**src/rtl/core/rpl_pkg.sv**
```systemverilog
// Shared types, character codes and token codes of the route pattern lexer.
package rpl_pkg;

   localparam int MAX_RESULTS = 3;

   // Pattern characters with a meaning of their own.
   localparam logic [7:0] CH_STAR   = 8'h2A;
   localparam logic [7:0] CH_PLUS   = 8'h2B;
   localparam logic [7:0] CH_QUEST  = 8'h3F;
   localparam logic [7:0] CH_BSLASH = 8'h5C;
   localparam logic [7:0] CH_LBRACE = 8'h7B;
   localparam logic [7:0] CH_RBRACE = 8'h7D;
   localparam logic [7:0] CH_COLON  = 8'h3A;
   localparam logic [7:0] CH_LPAREN = 8'h28;
   localparam logic [7:0] CH_RPAREN = 8'h29;
   localparam logic [7:0] CH_UNDER  = 8'h5F;

   // Token kinds.
   localparam logic [2:0] K_MOD   = 3'd0;
   localparam logic [2:0] K_ESC   = 3'd1;
   localparam logic [2:0] K_OPEN  = 3'd2;
   localparam logic [2:0] K_CLOSE = 3'd3;
   localparam logic [2:0] K_NAME  = 3'd4;
   localparam logic [2:0] K_PAT   = 3'd5;
   localparam logic [2:0] K_CHAR  = 3'd6;
   localparam logic [2:0] K_END   = 3'd7;

   // Error codes.
   localparam logic [2:0] ERR_NONE     = 3'd0;
   localparam logic [2:0] ERR_QSTART   = 3'd1;
   localparam logic [2:0] ERR_UNBAL    = 3'd2;
   localparam logic [2:0] ERR_EMPTY    = 3'd3;
   localparam logic [2:0] ERR_DANGLING = 3'd4;
   localparam logic [2:0] ERR_TOO_DEEP = 3'd5;

   typedef struct packed {
      logic [7:0] ch;
      logic       last;
   } rpl_req_type;

   typedef struct packed {
      logic [2:0] token_kind;
      logic [7:0] token_byte;
      logic       byte_valid;
      logic       token_first;
      logic       token_final;
      logic [2:0] error_code;
      logic       run_last;
   } rpl_rsp_type;

   // All results caused by one input word, slot 0 first.
   typedef struct packed {
      rpl_rsp_type [MAX_RESULTS-1:0] res;
      logic [1:0]                    cnt;
   } rpl_bundle_type;

   typedef struct packed {
      logic full;
      logic empty;
   } rpl_qstat_type;

   function automatic rpl_rsp_type make_rsp(input logic [2:0] kind, input logic [7:0] byte_v,
                                            input logic valid, input logic first,
                                            input logic fin, input logic [2:0] err);
      rpl_rsp_type r;
      r.token_kind  = kind;
      r.token_byte  = valid ? byte_v : 8'h00;
      r.byte_valid  = valid;
      r.token_first = first;
      r.token_final = fin;
      r.error_code  = err;
      r.run_last    = 1'b0;
      return r;
   endfunction

   function automatic logic is_name_char(input logic [7:0] c);
      return c inside {[8'h61:8'h7A], [8'h41:8'h5A], [8'h30:8'h39], CH_UNDER};
   endfunction

endpackage

```
**src/rtl/core/rpl_front.sv**
```systemverilog
// Front end: accepts pattern words, tracks lexer mode and group depth, builds result bundles.
module rpl_front
   import rpl_pkg::*;
#(
   parameter int MAX_GROUP_DEPTH = 15
) (
   input  logic           clock,
   input  logic           reset,
   input  logic           req_valid,
   output logic           req_ready,
   input  rpl_req_type    req_word,
   input  rpl_qstat_type  q_stat,
   output logic           q_push,
   output rpl_bundle_type q_bundle
);

   localparam int DEPTH_W = $clog2(MAX_GROUP_DEPTH + 1);
   localparam logic [DEPTH_W-1:0] DEPTH_MAX = DEPTH_W'(MAX_GROUP_DEPTH);
   localparam logic [DEPTH_W-1:0] DEPTH_ONE = DEPTH_W'(1);

   localparam logic [2:0] M_NORMAL     = 3'd0;
   localparam logic [2:0] M_ESC        = 3'd1;
   localparam logic [2:0] M_NAME_EMPTY = 3'd2;
   localparam logic [2:0] M_NAME_MORE  = 3'd3;
   localparam logic [2:0] M_GROUP_OPEN = 3'd4;
   localparam logic [2:0] M_GROUP      = 3'd5;
   localparam logic [2:0] M_GROUP_ESC  = 3'd6;
   localparam logic [2:0] M_SKIP       = 3'd7;

   logic [2:0]         mode_ff, mode_in;
   logic [DEPTH_W-1:0] depth_ff, depth_in;
   logic               accept;
   logic [1:0]         n_v;
   logic [2:0]         err_v;
   logic               pending;
   logic               first_v;
   rpl_rsp_type [MAX_RESULTS-1:0] res_v;

   assign req_ready = !q_stat.full;
   assign accept    = req_valid && req_ready;

   always_comb begin
      mode_in  = mode_ff;
      depth_in = depth_ff;
      n_v      = 2'd0;
      err_v    = ERR_NONE;
      pending  = 1'b1;
      first_v  = 1'b0;
      res_v    = '0;
      if (mode_ff == M_SKIP) begin
         // drop everything up to the word marked last
         if (req_word.last) begin
            mode_in = M_NORMAL;
         end
      end else begin
         case (mode_ff)
            M_NAME_EMPTY, M_NAME_MORE: begin
               first_v = (mode_ff == M_NAME_EMPTY);
               if (is_name_char(req_word.ch)) begin
                  res_v[n_v] = make_rsp(K_NAME, req_word.ch, 1'b1, first_v, 1'b0, ERR_NONE);
                  n_v        = n_v + 2'd1;
                  mode_in    = M_NAME_MORE;
               end else begin
                  res_v[n_v] = make_rsp(K_NAME, 8'h00, 1'b0, first_v, 1'b1, ERR_NONE);
                  n_v        = n_v + 2'd1;
                  mode_in    = M_NORMAL;
               end
            end
            M_ESC: begin
               res_v[n_v] = make_rsp(K_ESC, req_word.ch, 1'b1, 1'b1, 1'b1, ERR_NONE);
               n_v        = n_v + 2'd1;
               mode_in    = M_NORMAL;
               pending    = 1'b0;
            end
            M_GROUP_ESC: begin
               res_v[n_v] = make_rsp(K_PAT, req_word.ch, 1'b1, 1'b0, 1'b0, ERR_NONE);
               n_v        = n_v + 2'd1;
               mode_in    = M_GROUP;
            end
            M_GROUP_OPEN, M_GROUP: begin
               first_v = (mode_ff == M_GROUP_OPEN);
               if (first_v && req_word.ch == CH_QUEST) begin
                  err_v = ERR_QSTART;
               end else if (req_word.ch == CH_BSLASH) begin
                  res_v[n_v] = make_rsp(K_PAT, req_word.ch, 1'b1, first_v, 1'b0, ERR_NONE);
                  n_v        = n_v + 2'd1;
                  mode_in    = M_GROUP_ESC;
               end else if (req_word.ch == CH_RPAREN) begin
                  if (depth_ff != '0) begin
                     depth_in = depth_ff - DEPTH_ONE;
                  end
                  if (depth_in == '0) begin
                     if (first_v) begin
                        err_v = ERR_EMPTY;
                     end else begin
                        // outer parenthesis closes the pattern token
                        res_v[n_v] = make_rsp(K_PAT, 8'h00, 1'b0, 1'b0, 1'b1, ERR_NONE);
                        n_v        = n_v + 2'd1;
                        mode_in    = M_NORMAL;
                        pending    = 1'b0;
                     end
                  end else begin
                     res_v[n_v] = make_rsp(K_PAT, req_word.ch, 1'b1, first_v, 1'b0, ERR_NONE);
                     n_v        = n_v + 2'd1;
                     mode_in    = M_GROUP;
                  end
               end else if (req_word.ch == CH_LPAREN) begin
                  if (depth_ff >= DEPTH_MAX) begin
                     err_v = ERR_TOO_DEEP;
                  end else begin
                     depth_in   = depth_ff + DEPTH_ONE;
                     res_v[n_v] = make_rsp(K_PAT, req_word.ch, 1'b1, first_v, 1'b0, ERR_NONE);
                     n_v        = n_v + 2'd1;
                     mode_in    = M_GROUP;
                  end
               end else begin
                  res_v[n_v] = make_rsp(K_PAT, req_word.ch, 1'b1, first_v, 1'b0, ERR_NONE);
                  n_v        = n_v + 2'd1;
                  mode_in    = M_GROUP;
               end
            end
            default: begin
            end
         endcase

         // lex the word in normal mode, also right after a name closed
         if (err_v == ERR_NONE && mode_in == M_NORMAL && pending) begin
            case (req_word.ch)
               CH_STAR, CH_PLUS, CH_QUEST: begin
                  res_v[n_v] = make_rsp(K_MOD, req_word.ch, 1'b1, 1'b1, 1'b1, ERR_NONE);
                  n_v        = n_v + 2'd1;
               end
               CH_BSLASH: begin
                  mode_in = M_ESC;
               end
               CH_LBRACE: begin
                  res_v[n_v] = make_rsp(K_OPEN, req_word.ch, 1'b1, 1'b1, 1'b1, ERR_NONE);
                  n_v        = n_v + 2'd1;
               end
               CH_RBRACE: begin
                  res_v[n_v] = make_rsp(K_CLOSE, req_word.ch, 1'b1, 1'b1, 1'b1, ERR_NONE);
                  n_v        = n_v + 2'd1;
               end
               CH_COLON: begin
                  mode_in = M_NAME_EMPTY;
               end
               CH_LPAREN: begin
                  mode_in  = M_GROUP_OPEN;
                  depth_in = DEPTH_ONE;
               end
               default: begin
                  res_v[n_v] = make_rsp(K_CHAR, req_word.ch, 1'b1, 1'b1, 1'b1, ERR_NONE);
                  n_v        = n_v + 2'd1;
               end
            endcase
         end

         // close out the pattern on its final word
         if (err_v == ERR_NONE && req_word.last) begin
            case (mode_in)
               M_NORMAL: begin
               end
               M_NAME_EMPTY, M_NAME_MORE: begin
                  res_v[n_v] = make_rsp(K_NAME, 8'h00, 1'b0, mode_in == M_NAME_EMPTY, 1'b1,
                                        ERR_NONE);
                  n_v        = n_v + 2'd1;
               end
               M_ESC, M_GROUP_ESC: begin
                  err_v = ERR_DANGLING;
               end
               default: begin
                  err_v = ERR_UNBAL;
               end
            endcase
            if (err_v == ERR_NONE) begin
               res_v[n_v] = make_rsp(K_END, 8'h00, 1'b0, 1'b1, 1'b1, ERR_NONE);
               n_v        = n_v + 2'd1;
            end
         end

         if (err_v != ERR_NONE) begin
            res_v[n_v] = make_rsp(K_END, 8'h00, 1'b0, 1'b1, 1'b1, err_v);
            n_v        = n_v + 2'd1;
            depth_in   = '0;
            mode_in    = req_word.last ? M_NORMAL : M_SKIP;
         end else if (req_word.last) begin
            mode_in  = M_NORMAL;
            depth_in = '0;
         end
      end

      if (n_v != 2'd0) begin
         res_v[n_v - 2'd1].run_last = 1'b1;
      end
   end

   always_ff @(posedge clock) begin
      if (reset) begin
         mode_ff  <= M_NORMAL;
         depth_ff <= '0;
      end else if (accept) begin
         mode_ff  <= mode_in;
         depth_ff <= depth_in;
      end
   end

   assign q_push       = accept && (n_v != 2'd0);
   assign q_bundle.res = res_v;
   assign q_bundle.cnt = n_v;

   a_depth_bound: assert property (@(posedge clock) disable iff (reset)
      depth_ff <= DEPTH_MAX)
      else $error("group depth above limit");

   a_skip_silent: assert property (@(posedge clock) disable iff (reset)
      accept && mode_ff == M_SKIP |-> !q_push)
      else $error("result produced while skipping a failed pattern");

   a_last_resets: assert property (@(posedge clock) disable iff (reset)
      accept && req_word.last |=> mode_ff == M_NORMAL && depth_ff == '0)
      else $error("lexer state not cleared after final word");

endmodule

```
**src/rtl/core/rpl_queue.sv**
```systemverilog
// Short queue of result bundles between the front and back ends.
module rpl_queue
   import rpl_pkg::*;
#(
   parameter int DEPTH = 4
) (
   input  logic           clock,
   input  logic           reset,
   input  logic           push,
   input  rpl_bundle_type push_data,
   input  logic           pop,
   output rpl_bundle_type pop_data,
   output rpl_qstat_type  stat
);

   localparam int PTR_W = (DEPTH > 1) ? $clog2(DEPTH) : 1;
   localparam int CNT_W = $clog2(DEPTH + 1);
   localparam logic [PTR_W-1:0] PTR_LAST = PTR_W'(DEPTH - 1);
   localparam logic [CNT_W-1:0] CNT_FULL = CNT_W'(DEPTH);

   rpl_bundle_type     slot_ff [DEPTH];
   logic [PTR_W-1:0]   wr_ptr_ff, wr_ptr_in;
   logic [PTR_W-1:0]   rd_ptr_ff, rd_ptr_in;
   logic [CNT_W-1:0]   count_ff, count_in;

   assign stat.full  = (count_ff == CNT_FULL);
   assign stat.empty = (count_ff == '0);
   assign pop_data   = slot_ff[rd_ptr_ff];

   always_comb begin
      wr_ptr_in = wr_ptr_ff;
      rd_ptr_in = rd_ptr_ff;
      count_in  = count_ff;
      if (push) begin
         wr_ptr_in = (wr_ptr_ff == PTR_LAST) ? '0 : wr_ptr_ff + PTR_W'(1);
      end
      if (pop) begin
         rd_ptr_in = (rd_ptr_ff == PTR_LAST) ? '0 : rd_ptr_ff + PTR_W'(1);
      end
      if (push && !pop) begin
         count_in = count_ff + CNT_W'(1);
      end else if (pop && !push) begin
         count_in = count_ff - CNT_W'(1);
      end
   end

   always_ff @(posedge clock) begin
      if (reset) begin
         wr_ptr_ff <= '0;
         rd_ptr_ff <= '0;
         count_ff  <= '0;
      end else begin
         wr_ptr_ff <= wr_ptr_in;
         rd_ptr_ff <= rd_ptr_in;
         count_ff  <= count_in;
      end
   end

   always_ff @(posedge clock) begin
      if (push) begin
         slot_ff[wr_ptr_ff] <= push_data;
      end
   end

   a_no_overflow: assert property (@(posedge clock) disable iff (reset)
      push |-> !stat.full)
      else $error("push into full queue");

   a_no_underflow: assert property (@(posedge clock) disable iff (reset)
      pop |-> !stat.empty)
      else $error("pop from empty queue");

   a_count_track: assert property (@(posedge clock) disable iff (reset)
      !$past(reset) |-> count_ff == $past(count_ff) + CNT_W'($past(push))
                                    - CNT_W'($past(pop)))
      else $error("queue count out of step with push and pop");

endmodule

```
**src/rtl/core/rpl_back.sv**
```systemverilog
// Back end: walks each bundle into the output register, one word per cycle when not stalled.
module rpl_back
   import rpl_pkg::*;
(
   input  logic           clock,
   input  logic           reset,
   input  rpl_qstat_type  q_stat,
   input  rpl_bundle_type q_head,
   output logic           q_pop,
   output logic           rsp_valid,
   input  logic           rsp_ready,
   output rpl_rsp_type    rsp_word
);

   logic        valid_ff, valid_in;
   rpl_rsp_type word_ff;
   logic [1:0]  idx_ff, idx_in;
   logic        load;
   logic        at_end;

   assign load   = (!valid_ff || rsp_ready) && !q_stat.empty;
   assign at_end = (idx_ff == q_head.cnt - 2'd1);
   assign q_pop  = load && at_end;

   always_comb begin
      idx_in   = idx_ff;
      valid_in = valid_ff;
      if (load) begin
         valid_in = 1'b1;
         idx_in   = at_end ? 2'd0 : idx_ff + 2'd1;
      end else if (rsp_ready) begin
         valid_in = 1'b0;
      end
   end

   always_ff @(posedge clock) begin
      if (reset) begin
         valid_ff <= 1'b0;
         idx_ff   <= 2'd0;
      end else begin
         valid_ff <= valid_in;
         idx_ff   <= idx_in;
      end
   end

   always_ff @(posedge clock) begin
      if (load) begin
         word_ff <= q_head.res[idx_ff];
      end
   end

   assign rsp_valid = valid_ff;
   assign rsp_word  = word_ff;

   a_idx_in_range: assert property (@(posedge clock) disable iff (reset)
      !q_stat.empty |-> idx_ff < q_head.cnt)
      else $error("slot index past bundle count");

   a_idle_idx: assert property (@(posedge clock) disable iff (reset)
      q_stat.empty |-> idx_ff == 2'd0)
      else $error("slot index left mid-bundle with queue empty");

   a_error_is_last: assert property (@(posedge clock) disable iff (reset)
      valid_ff && word_ff.error_code != ERR_NONE |-> word_ff.run_last && word_ff.token_final)
      else $error("error word not closing its run");

endmodule

```
**src/rtl/core/route_pattern_lexer.sv**
```systemverilog
// Top level of the streaming route pattern lexer.
//
// Usage:
//   req channel: one pattern byte per word (req_word.ch) with req_word.last on the
//   final byte. req_ready is high whenever the bundle queue has room, so a byte can
//   be taken every cycle until a stall on the result side fills the queue.
//   rsp channel: token words, one per cycle while rsp_ready is high, each with kind,
//   text byte, first/final token marks, error code and run_last on the last word
//   caused by an input byte. A byte yields zero to three words.
// The words of a byte pass through the bundle queue and then the output register.
// Throughput: one byte per cycle while each byte yields at most one word and rsp_ready
//   stays high; the output register moves one word per cycle while rsp_ready is high, so
//   bytes that yield two or three words hold the result side longer, and the front keeps
//   taking bytes until the QUEUE_DEPTH-entry bundle queue fills.
// Reset: clears lexer mode, group depth, queue pointers and the output valid.
// Receiver stall: rsp_word holds while rsp_ready is low; the queue absorbs bytes
//   until full, then req_ready drops.
// After an error word, bytes are dropped up to and including the last-marked one.
module route_pattern_lexer
   import rpl_pkg::*;
#(
   parameter int MAX_GROUP_DEPTH = 15,
   parameter int QUEUE_DEPTH     = 4
) (
   input  logic        clock,
   input  logic        reset,
   input  logic        req_valid,
   output logic        req_ready,
   input  rpl_req_type req_word,
   output logic        rsp_valid,
   input  logic        rsp_ready,
   output rpl_rsp_type rsp_word
);

   rpl_qstat_type  q_stat;
   logic           q_push;
   logic           q_pop;
   rpl_bundle_type q_push_data;
   rpl_bundle_type q_head;

   // front: classify each byte and build its result bundle
   rpl_front #(
      .MAX_GROUP_DEPTH(MAX_GROUP_DEPTH)
   ) u_front (
      .clock     (clock),
      .reset     (reset),
      .req_valid (req_valid),
      .req_ready (req_ready),
      .req_word  (req_word),
      .q_stat    (q_stat),
      .q_push    (q_push),
      .q_bundle  (q_push_data)
   );

   // decouple the two sides
   rpl_queue #(
      .DEPTH(QUEUE_DEPTH)
   ) u_queue (
      .clock     (clock),
      .reset     (reset),
      .push      (q_push),
      .push_data (q_push_data),
      .pop       (q_pop),
      .pop_data  (q_head),
      .stat      (q_stat)
   );

   // back: serialize bundles into result words
   rpl_back u_back (
      .clock     (clock),
      .reset     (reset),
      .q_stat    (q_stat),
      .q_head    (q_head),
      .q_pop     (q_pop),
      .rsp_valid (rsp_valid),
      .rsp_ready (rsp_ready),
      .rsp_word  (rsp_word)
   );

endmodule

```
**config.mk**
```make
export PLATFORM = sky130hd
export DESIGN_NAME = route_pattern_lexer
export DESIGN_NICKNAME = d
export VERILOG_FILES = /design/src/rtl/core/rpl_pkg.sv /design/src/rtl/core/rpl_front.sv /design/src/rtl/core/rpl_queue.sv /design/src/rtl/core/rpl_back.sv /design/src/rtl/core/route_pattern_lexer.sv
export SDC_FILE = /design/constraint.sdc
export NUM_CORES = 1
export LEC_CHECK = 0
export ABC_AREA = 1
export BUFFER_PORTS_ARGS = -buffer_cell sky130_fd_sc_hd__buf_2
export CAP_MARGIN = 10
export CORE_ASPECT_RATIO = 1.25
export CORE_MARGIN = 3
export CORE_UTILIZATION = 50
export DETAILED_ROUTE_END_ITERATION = 10
export PLACE_DENSITY = 0.63
export SYNTH_ARGS = -nofsm -noshare
export SYNTH_HDL_FRONTEND = slang
export SYNTH_SLANG_ARGS = --single-unit
```
**constraint.sdc**
```tcl
create_clock -name clock -period 12.2 [get_ports clock]
set_input_delay 2.44 -clock clock [delete_from_list [all_inputs] [get_ports clock]]
set_output_delay 2.44 -clock clock [all_outputs]
set_load 0.02 [all_outputs]
```
==> results of run 1 <==
worst max-delay path: cells and delay by family:
kind                       cells  cell delay, ns
and+or+nand+nor               18            2.14
AOI/OAI and AO/OA              5            0.60
adders and majority gates      6            1.63
buffers and inverters          8            0.60
stage by stage:
step           total power [mW]  cell area [µm²]  setup WS (ns)
2_1_floorplan              1.41            10200           4.20
3_3_place_gp               1.59            10600           4.90
5_1_grt                    2.40            11400           4.62
4_1_cts                    2.29            11400           5.16
6_report                   2.27            11400           5.16
3_5_place_dp               1.60            10600           4.74
registers in the layout, indices dropped and copies added (netlist names), named ones only:
signal and cells:
u_back.rsp_word 18, u_front.mode_ff 3, u_back.rsp_valid 1, u_back.idx_ff 2
u_queue.slot_ff 180, u_queue.count_ff 3, u_front.depth_ff 4, u_queue.rd_ptr_ff 2
u_queue.wr_ptr_ff 2
cell type report:
| class | instances | area, µm² |
|---|---|---|
| inverters | 91 | 342 |
| clock buffers | 24 | 579 |
| flip-flops and latches | 217 | 6330 |
| repair buffers | 43 | 243 |
| multi-input cells | 631 | 3370 |
| clock inverters | 17 | 171 |
| well taps | 265 | 332 |
| fillers | 1685 | 8320 |
cells by family after synthesis:
group	after synthesis
flops	217
fa+ha+maj	19
buf+inv	133
simple gates	387
compound gates	222
xor+xnor	3
per-layer routing:
metal | wire length [µm] | track usage [%] | vias up
met2 | 11500 | 38.2 | 197
met5 | 0 | 0 | -
met1 | 9660 | 27.0 | 3419
met3 | 1170 | 2.55 | 33
li1 | - | - | 3509
met4 | 439 | 5.61 | 0
report_power, final:
part / leakage (nW) / internal (mW) / switching, mW / total, mW
combinational: 1.92 / 0.182 / 0.439 / 0.621
sequential: 1.97 / 0.937 / 0.0218 / 0.959
clock: 0.371 / 0.411 / 0.279 / 0.690
worst max path at each step:
stage,startpoint,cells after the start,end
final,req_word[5],37,u_queue.count_ff[2]
after global routing,req_word[5],37,u_queue.count_ff[2]
after CTS,req_word[5],37,u_queue.count_ff[2]
after detailed placement,req_word[5],37,u_queue.count_ff[2]
after global placement,req_word[5],37,u_queue.count_ff[2]
after floorplan,req_word[6],29,u_queue.slot_ff[0][0]
cells in the final DEF (no fill, tap or decap), drive strengths merged, types with 3 or more instances in the layout:
master	n
a21oi	32
nand4	15
o211ai	8
o21ai	119
dfxtp	19
bufinv	3
ha	18
inv	96
clkinv	9
o22ai	22
edfxtp	198
a31oi	13
a32o	4
nand3	37
nor2	190
a211oi	3
nand2	125
buf	43
clkbuf	24
xor2	3
o221ai	13
nor3	15
==> flow_summary.toml, run 1 <==
[logic_synthesis]
yosys.area_share.simple_pct = 17.3
synth.avg_cell_area_um2 = 10.4
synth_area_um2 = 10200
synth.top_cells.by_area = "edfxtp_1 (58%), nor2_1 (6.5%), o21ai_0 (5.8%), nand2_1 (3.9%), dfxtp_1 (3.7%)"
seq_area_frac_synth_pct = 62.2
synth-edff-count = 198
ys_ff_latch = 217
synthArstFlopShare_pct = 0
ys_types = 48
syn-instance-count = 981
synth_commonest_cells = "edfxtp_1 (198), nor2_1 (175), o21ai_0 (117), nand2_1 (105), inv_1 (79)"
syn_nets = 1013
synth_flop_cell = "edfxtp_1"
synth-compound-area-share_pct = 12.8
synthAdderAreaFrac_pct = 2.41
synth_top_area_share_pct = 58.5
synth_xor_area_share_pct = 0.258
synthMuxAreaShare_pct = 0
netlist.top_cell.by_area = "edfxtp_1"
yosysWarnings = 0
yosysMostFrequentCell = "edfxtp_1"
synth_top_family_by_area = "simple AND/OR/NAND/NOR gates"

[drt]
drtIter0Drc = 505
antenna_left = 0
drcViolationCount = 0
vias = 7158
via_per_inst = 5.56
drt_pass1_iterations = 5
drt_wl_total_mm = 22.8
wl_per_cell_um = 17.7

[global_route]
grt_overflow = 0
grt_max_degree = 92
grt.total_usage_pct = 21.1
grt_pass1_wl_mm = 36.7
grt_pass1_vias = 7023
antenna_found_initial = 0

[placement]
placedCellCount = 1247
portBuffers = 32
dp_hpwl_mm = 14.0
globalplace.congestion = 0.889

[die]
coreArea_um2 = 19700
die-area_um2 = 22100
rows = 57
die_w_um = 134
ioPinCount = 33
initial_utilization_pct = 51.7
die_h_um = 165

[cells_and_area]
fin_util_pct = 57.7
syn2layout_area_growth_pct = 11.7
nets = 1039
fin_cells = 1288
antenna_cells = 0
drive_gt1_share_pct = 14.0

[clocking]
clock_path_buffers = 3
cts_sinks = 217
post_cts_buffers = 0
htreeDepth = 1
cts_resized = 0
cts_tree = "yes"
holdBufCountCts = 0
insertion_delay_ns = 0.50
cts_buffers = 23
clk_pin_slew_ns = 0.06
cts_root_buf = "clkbuf_16"

[worst_setup_path]
worstSetupStartpointType = "input pin"
rr_endpoint = "u_queue.count_ff[2]"
r2r_cells = 33
cp_slowest_cell = "fa_1"
critPathMaxStageDelay_ns = 0.39
r2r_start = "u_front.mode_ff[2]"
critical_path_class = "input pin to flip-flop"
endpoint_kind = "flip-flop"
cp_common_cell = "inv_1"
critPathRequiredTime_ns = 12.58
r2r_slack_ns = 6.33
cp.arrival_ns = 7.42
worstPathMaxFanout = 6

[worst_hold_path]
hp-class = "flip-flop to flip-flop"
hold_start = "u_queue.rd_ptr_ff[1]"
worstHoldPathCells = 2

[sta]
grt_setup_unrepaired = "false"
max_slew_margin_pct = 36.7
min_period_ns = 7.04
fin_crit_sh_pct = 57.7
fmax_mhz = 142
hold_ws_ns = 0.478
fin_setup_tns_ns = 0
finClkSkew_ns = 0.0107
hold_viol = 0
finalSetupViolations = 0
slew_violations = 0
worstMarginPinSlew_ns = 0.950

[pwr]
powerDensity_nw_per_um2 = 200
leakagePower_nw = 4.26
ir_drop_mv = 0.137

[job]
cap_violations = 0

[run_status]
status = "finished clean"
Note: power is estimated with default switching activity, not from simulation.
==> run 2: changes to the inputs <==
==> constraint.sdc (replaced) <==
create_clock -name clock -period 7.3 [get_ports clock]
set_input_delay 1.46 -clock clock [delete_from_list [all_inputs] [get_ports clock]]
set_output_delay 1.46 -clock clock [all_outputs]
set_load 0.02 [all_outputs]
==> flow_summary.toml, run 2 (synthesis gave the netlist of run 1 again) <==
[worst_setup_path]
critPathMaxStageDelay_ns = 0.38
crit_start = "req_word[5]"
cp_common_cell = "inv_1"
path_delay_family = "simple AND/OR/NAND/NOR gates"
r2r_slack_ns = 1.67
cp.arrival_ns = 6.35
crit_buf_inv = 8
cp_slowest_cell = "fa_1"
r2r_cells = 38
critPathRequiredTime_ns = 7.68
worstSetupStartpointType = "input pin"
rr_endpoint = "u_queue.count_ff[2]"
r2r_start = "u_front.depth_ff[0]"
worstPathMaxFanout = 6
critical_path_class = "input pin to flip-flop"
endpoint_kind = "flip-flop"

[clocking]
clock_path_buffers = 3
clk_pin_slew_ns = 0.06
holdBufCountCts = 0
insertion_delay_ns = 0.49
cts_resized = 0
post_cts_buffers = 0
cts_buffers = 22
htreeDepth = 1
cts_tree = "yes"
cts_sinks = 217
cts_root_buf = "clkbuf_16"

[die]
rows = 57
die_h_um = 165
initial_utilization_pct = 51.7
die-area_um2 = 22100
coreArea_um2 = 19700
die_w_um = 134
ioPinCount = 33

[sta]
setup_slack_ns = 1.33
slew_violations = 0
fmax_mhz = 167
fin_setup_tns_ns = 0
max_slew_margin_pct = 32.1
worstMarginPinSlew_ns = 1.01
fin_crit_sh_pct = 81.8
min_period_ns = 5.97
hold_viol = 0
finalSetupViolations = 0
grt_setup_unrepaired = "false"
finClkSkew_ns = 0.00762

[drt]
vias = 7171
antenna_left = 0
drt_pass1_iterations = 5
drt_wl_total_mm = 23.0
wl_per_cell_um = 17.9
drtIter0Drc = 631
via_per_inst = 5.57
drcViolationCount = 0

[placement]
dp_hpwl_mm = 14.3
globalplace.congestion = 0.900
portBuffers = 32
dp_slack_ns = 0.850

[pwr]
leakagePower_nw = 4.22
powerDensity_nw_per_um2 = 327
ir_drop_mv = 0.221

[worst_hold_path]
hold_start = "u_queue.rd_ptr_ff[1]"
holdPathEnd = "u_queue.rd_ptr_ff[1]"
hp-class = "flip-flop to flip-flop"
worstHoldPathCells = 2

[global_route]
grt_pass1_vias = 6975
grt_pass1_wl_mm = 36.8
grt_max_degree = 87
grt_overflow = 0
grt.total_usage_pct = 21.2
antenna_found_initial = 1

[cells_and_area]
largest_register = "u_queue.slot_ff"
antenna_cells = 0
syn2layout_area_growth_pct = 11.4
largest_register_ffs = 180
mostFrequentLayoutCells = "edfxtp_1 (198), nor2_1 (171), o21ai_0 (117)"
drive_gt1_share_pct = 13.6
nets = 1038
final_common_cell = "edfxtp_1"

[run_status]
status = "finished clean"

[job]
cap_violations = 0
run 2: tightest hold or removal path: stages (launching register included):
cell and delay (ns):
dfxtp_1 0.31, inv_1 0.05, a21oi_1 0.07
run 2: power breakdown:
| group | leakage (nW) | internal (mW) | switching [mW] |
|---|---|---|---|
| sequential | 1.97 | 1.57 | 0.0679 |
| clock | 0.324 | 0.616 | 0.452 |
| combinational | 1.92 | 0.306 | 0.699 |
| total | 4.22 | 2.49 | 1.22 |
run 2: area by class of cell:
cell class / count / area (µm²)
Fill cell: 1694 / 8360
Sequential cell: 217 / 6330
Multi-Input combinational cell: 631 / 3370
Clock buffer: 29 / 598
Inverter: 91 / 342
Tap cell: 265 / 332
Timing Repair Buffer: 43 / 268
Clock inverter: 11 / 90.1
run 2: worst max path at each step:
stage / to / slack [ns] / cells past startpoint
detailed placement: u_queue.count_ff[2] / 0.85 / 37
CTS: u_queue.count_ff[2] / 1.36 / 37
floorplan: u_queue.slot_ff[0][0] / 0.28 / 29
finish: u_queue.count_ff[2] / 1.33 / 37
global placement: u_queue.count_ff[2] / 0.99 / 37
global route: u_queue.count_ff[2] / 0.83 / 37
run 2: through the flow:
stage	hold WS [ns]	total power, mW	area [µm²]	utilization, %	instances
3_3_place_gp	0.459	2.66	10600	54.1	1247
3_5_place_dp	0.476	2.68	10600	54.1	1247
4_1_cts	0.485	3.74	11300	57.6	1287
6_report	0.479	3.71	11300	57.6	1287
5_1_grt	0.533	3.93	11300	57.6	1287
2_1_floorplan	0.439	2.35	10200	-	981
run 2: metal layers:
layer / up-vias / wire (µm) / track usage, %
li1: 3518 / - / -
met1: 3423 / 9950 / 28.0
met2: 199 / 11600 / 37.7
met3: 29 / 1050 / 2.18
met4: 2 / 404 / 5.47
met5: - / 9 / 0
==> run 3: changes to the inputs <==
--- a/config.mk
+++ b/config.mk
@@ -5,7 +5,7 @@
 export SDC_FILE = /design/constraint.sdc
 export NUM_CORES = 1
 export LEC_CHECK = 0
-export ABC_AREA = 1
+export ABC_AREA = 0
 export BUFFER_PORTS_ARGS = -buffer_cell sky130_fd_sc_hd__buf_2
 export CAP_MARGIN = 10
 export CORE_ASPECT_RATIO = 1.25
==> constraint.sdc (replaced) <==
create_clock -name clock -period 5.78 [get_ports clock]
set_input_delay 1.156 -clock clock [delete_from_list [all_inputs] [get_ports clock]]
set_output_delay 1.156 -clock clock [all_outputs]
set_load 0.02 [all_outputs]
==> flow_summary.toml, run 3 <==
[run_status]
status = "finished clean"

[clocking]
insertion_delay_ns = 0.49
cts_buffers = 23
clk_pin_slew_ns = 0.06
cts_resized = 0
htreeDepth = 1
cts_tree = "yes"
holdBufCountCts = 0
post_cts_buffers = 0
clock_path_buffers = 3
cts_sinks = 217
cts_root_buf = "clkbuf_16"

[drt]
drt_pass1_iterations = 5
antenna_left = 0
vias = 5947
drt_wl_total_mm = 21.2
wl_per_cell_um = 21.0
drtIter0Drc = 409
via_per_inst = 5.88
drcViolationCount = 0

[logic_synthesis]
synth.top_cells.by_area = "edfxtp_1 (60%), mux4_2 (10%), dfxtp_1 (3.9%), ha_1 (2.3%), mux2i_1 (2.0%)"
syn_nets = 701
synth_top_area_share_pct = 60.2
synthArstFlopShare_pct = 0
synth_area_um2 = 9880
ys_types = 67
yosysMostFrequentCell = "edfxtp_1"
netlist.top_cell.by_area = "edfxtp_1"
synth_commonest_cells = "edfxtp_1 (198), mux4_2 (45), nor2_1 (43), nand2_1 (42), a21oi_1 (38)"
ys_ff_latch = 217
synth.avg_cell_area_um2 = 14.8
synth_flop_cell = "edfxtp_1"
seq_area_frac_synth_pct = 64.0
syn-instance-count = 669
yosysWarnings = 0
synth-edff-count = 198

[cells_and_area]
drive_gt1_share_pct = 24.9
mostFrequentLayoutCells = "edfxtp_1 (198), mux4_2 (45), nor2_1 (43)"
syn2layout_area_growth_pct = 14.8
fin_util_pct = 59.5
antenna_cells = 0
largest_register = "u_queue.slot_ff"
fin_cells = 1011
final_cell_area_um2 = 11300
nets = 766
largest_register_ffs = 180
fillers = 1475
final_common_cell = "edfxtp_1"

[sta]
max_slew_margin_pct = 40.8
fmax_mhz = 184
hold_ws_ns = 0.487
hold_viol = 0
min_period_ns = 5.44
worstMarginPinSlew_ns = 0.884
fin_crit_sh_pct = 94.2
finalSetupViolations = 0
slew_violations = 0
finClkSkew_ns = 0.0106
grt_setup_unrepaired = "false"

[global_route]
antenna_found_initial = 0
grt_overflow = 0
grt.total_usage_pct = 19.9
grt_max_degree = 38
grt_pass1_vias = 6285
grt_pass1_wl_mm = 33.8

[worst_setup_path]
endpoint_kind = "flip-flop"
path_cells = "buf_2, or4b_4, or4_4, a21o_1, o31a_4, ha_4, mux2i_4, ha_1, mux2i_1, ha_1, mux2_4, inv_2, ha_4, inv_2, o211a_1, a211oi_4, ha_2, inv_2, fa_2, xor2_1, or3_1, a21oi_1"
cp.arrival_ns = 5.85
path_delay_family = "adder cells"
cp_slowest_cell = "or4b_4"
worstSetupStartpointType = "input pin"
critPathRequiredTime_ns = 6.19
cp_common_cell = "inv_2"
critical_path_class = "input pin to flip-flop"
critPathMaxStageDelay_ns = 0.56
crit_buf_inv = 4
worstPathMaxFanout = 4
r2r_slack_ns = 0.78

[job]
cap_violations = 0

[worst_hold_path]
hp-class = "flip-flop to flip-flop"

[die]
die_h_um = 163
coreArea_um2 = 19100
initial_utilization_pct = 51.8
rows = 56
ioPinCount = 33
die_w_um = 132
die-area_um2 = 21500

[placement]
dp_hpwl_mm = 14.0
place_area_um2 = 10600
portBuffers = 32
placedCellCount = 970
globalplace.congestion = 0.845

[pwr]
powerDensity_nw_per_um2 = 384
ir_drop_mv = 0.278
leakagePower_nw = 3.95
power_mw = 4.36
-- run 3: changes by cell type after synthesis, moves of 12 or more --
cell and delta:
and2_1 +28, inv_1 -55, mux2i_1 +20, mux4_2 +45, nand2_1 -63, nand2_2 -16
nand3_1 -21, nand4_1 -12, nor2_1 -132, o21ai_0 -100, o221ai_1 -13, o22ai_1 -15
-- run 3: cell families after synthesis --
logic type / after synthesis / synth area share [%]
compound gates: 112 / 7.54
flops: 217 / 64.0
xor+xnor: 10 / 0.887
buf+inv: 60 / 2.39
mux: 68 / 12.8
simple gates: 183 / 9.83
fa+ha+maj: 19 / 2.48
-- run 3: worst reg2reg max path, delay by kind of cell, from the launching register on --
kind                       cells  cell delay, ns
and+or+nand+nor                2            0.41
xor gates and xnor gates       1            0.15
adders and majority gates      7            1.79
muxes                          3            0.63
buffers and inverters          5            0.43
DFF                            1            0.43
AOI/OAI and AO/OA              6            1.08
-- run 3: layout make-up --
class | count | area (µm²) | area share, %
Tap cell | 261 | 327 | 2.88
Timing Repair Buffer | 76 | 541 | 4.77
Multi-Input combinational cell | 392 | 3360 | 29.6
Clock inverter | 12 | 93.8 | 0.828
Clock buffer | 29 | 598 | 5.28
Inverter | 24 | 90.1 | 0.795
Sequential cell | 217 | 6330 | 55.8
-- run 3: final timing paths --
kind	start	endpoint	cells after the start
hold / removal	u_back.rsp_valid	u_back.rsp_valid	2
setup / recovery	req_word[7]	u_queue.count_ff[2]	22
hold reg to reg	u_back.rsp_valid	u_back.rsp_valid	2
setup reg to reg	u_front.depth_ff[0]	u_queue.count_ff[2]	24
-- run 3: through the flow --
stage	setup slack [ns]	setup TNS, ns
2_1_floorplan	-0.215	-11.80
3_3_place_gp	-0.0185	-0.0185
3_5_place_dp	-0.175	-0.272
4_1_cts	0.331	0
5_1_grt	0.0902	0
6_report	0.337	0
-- run 3: report_power, final --
| part | internal (mW) | switching (mW) |
|---|---|---|
| registers | 1.95 | 0.0861 |
| logic | 0.418 | 0.550 |
| clock network | 0.782 | 0.570 |
-- run 3: routing by layer --
metal | share of wire (%) | global-route usage (%)
met2 | 52 | 36.3
met3 | 4.5 | 2.19
met1 | 41 | 25.8
met4 | 1.7 | 5.11
met5 | 0 | 0
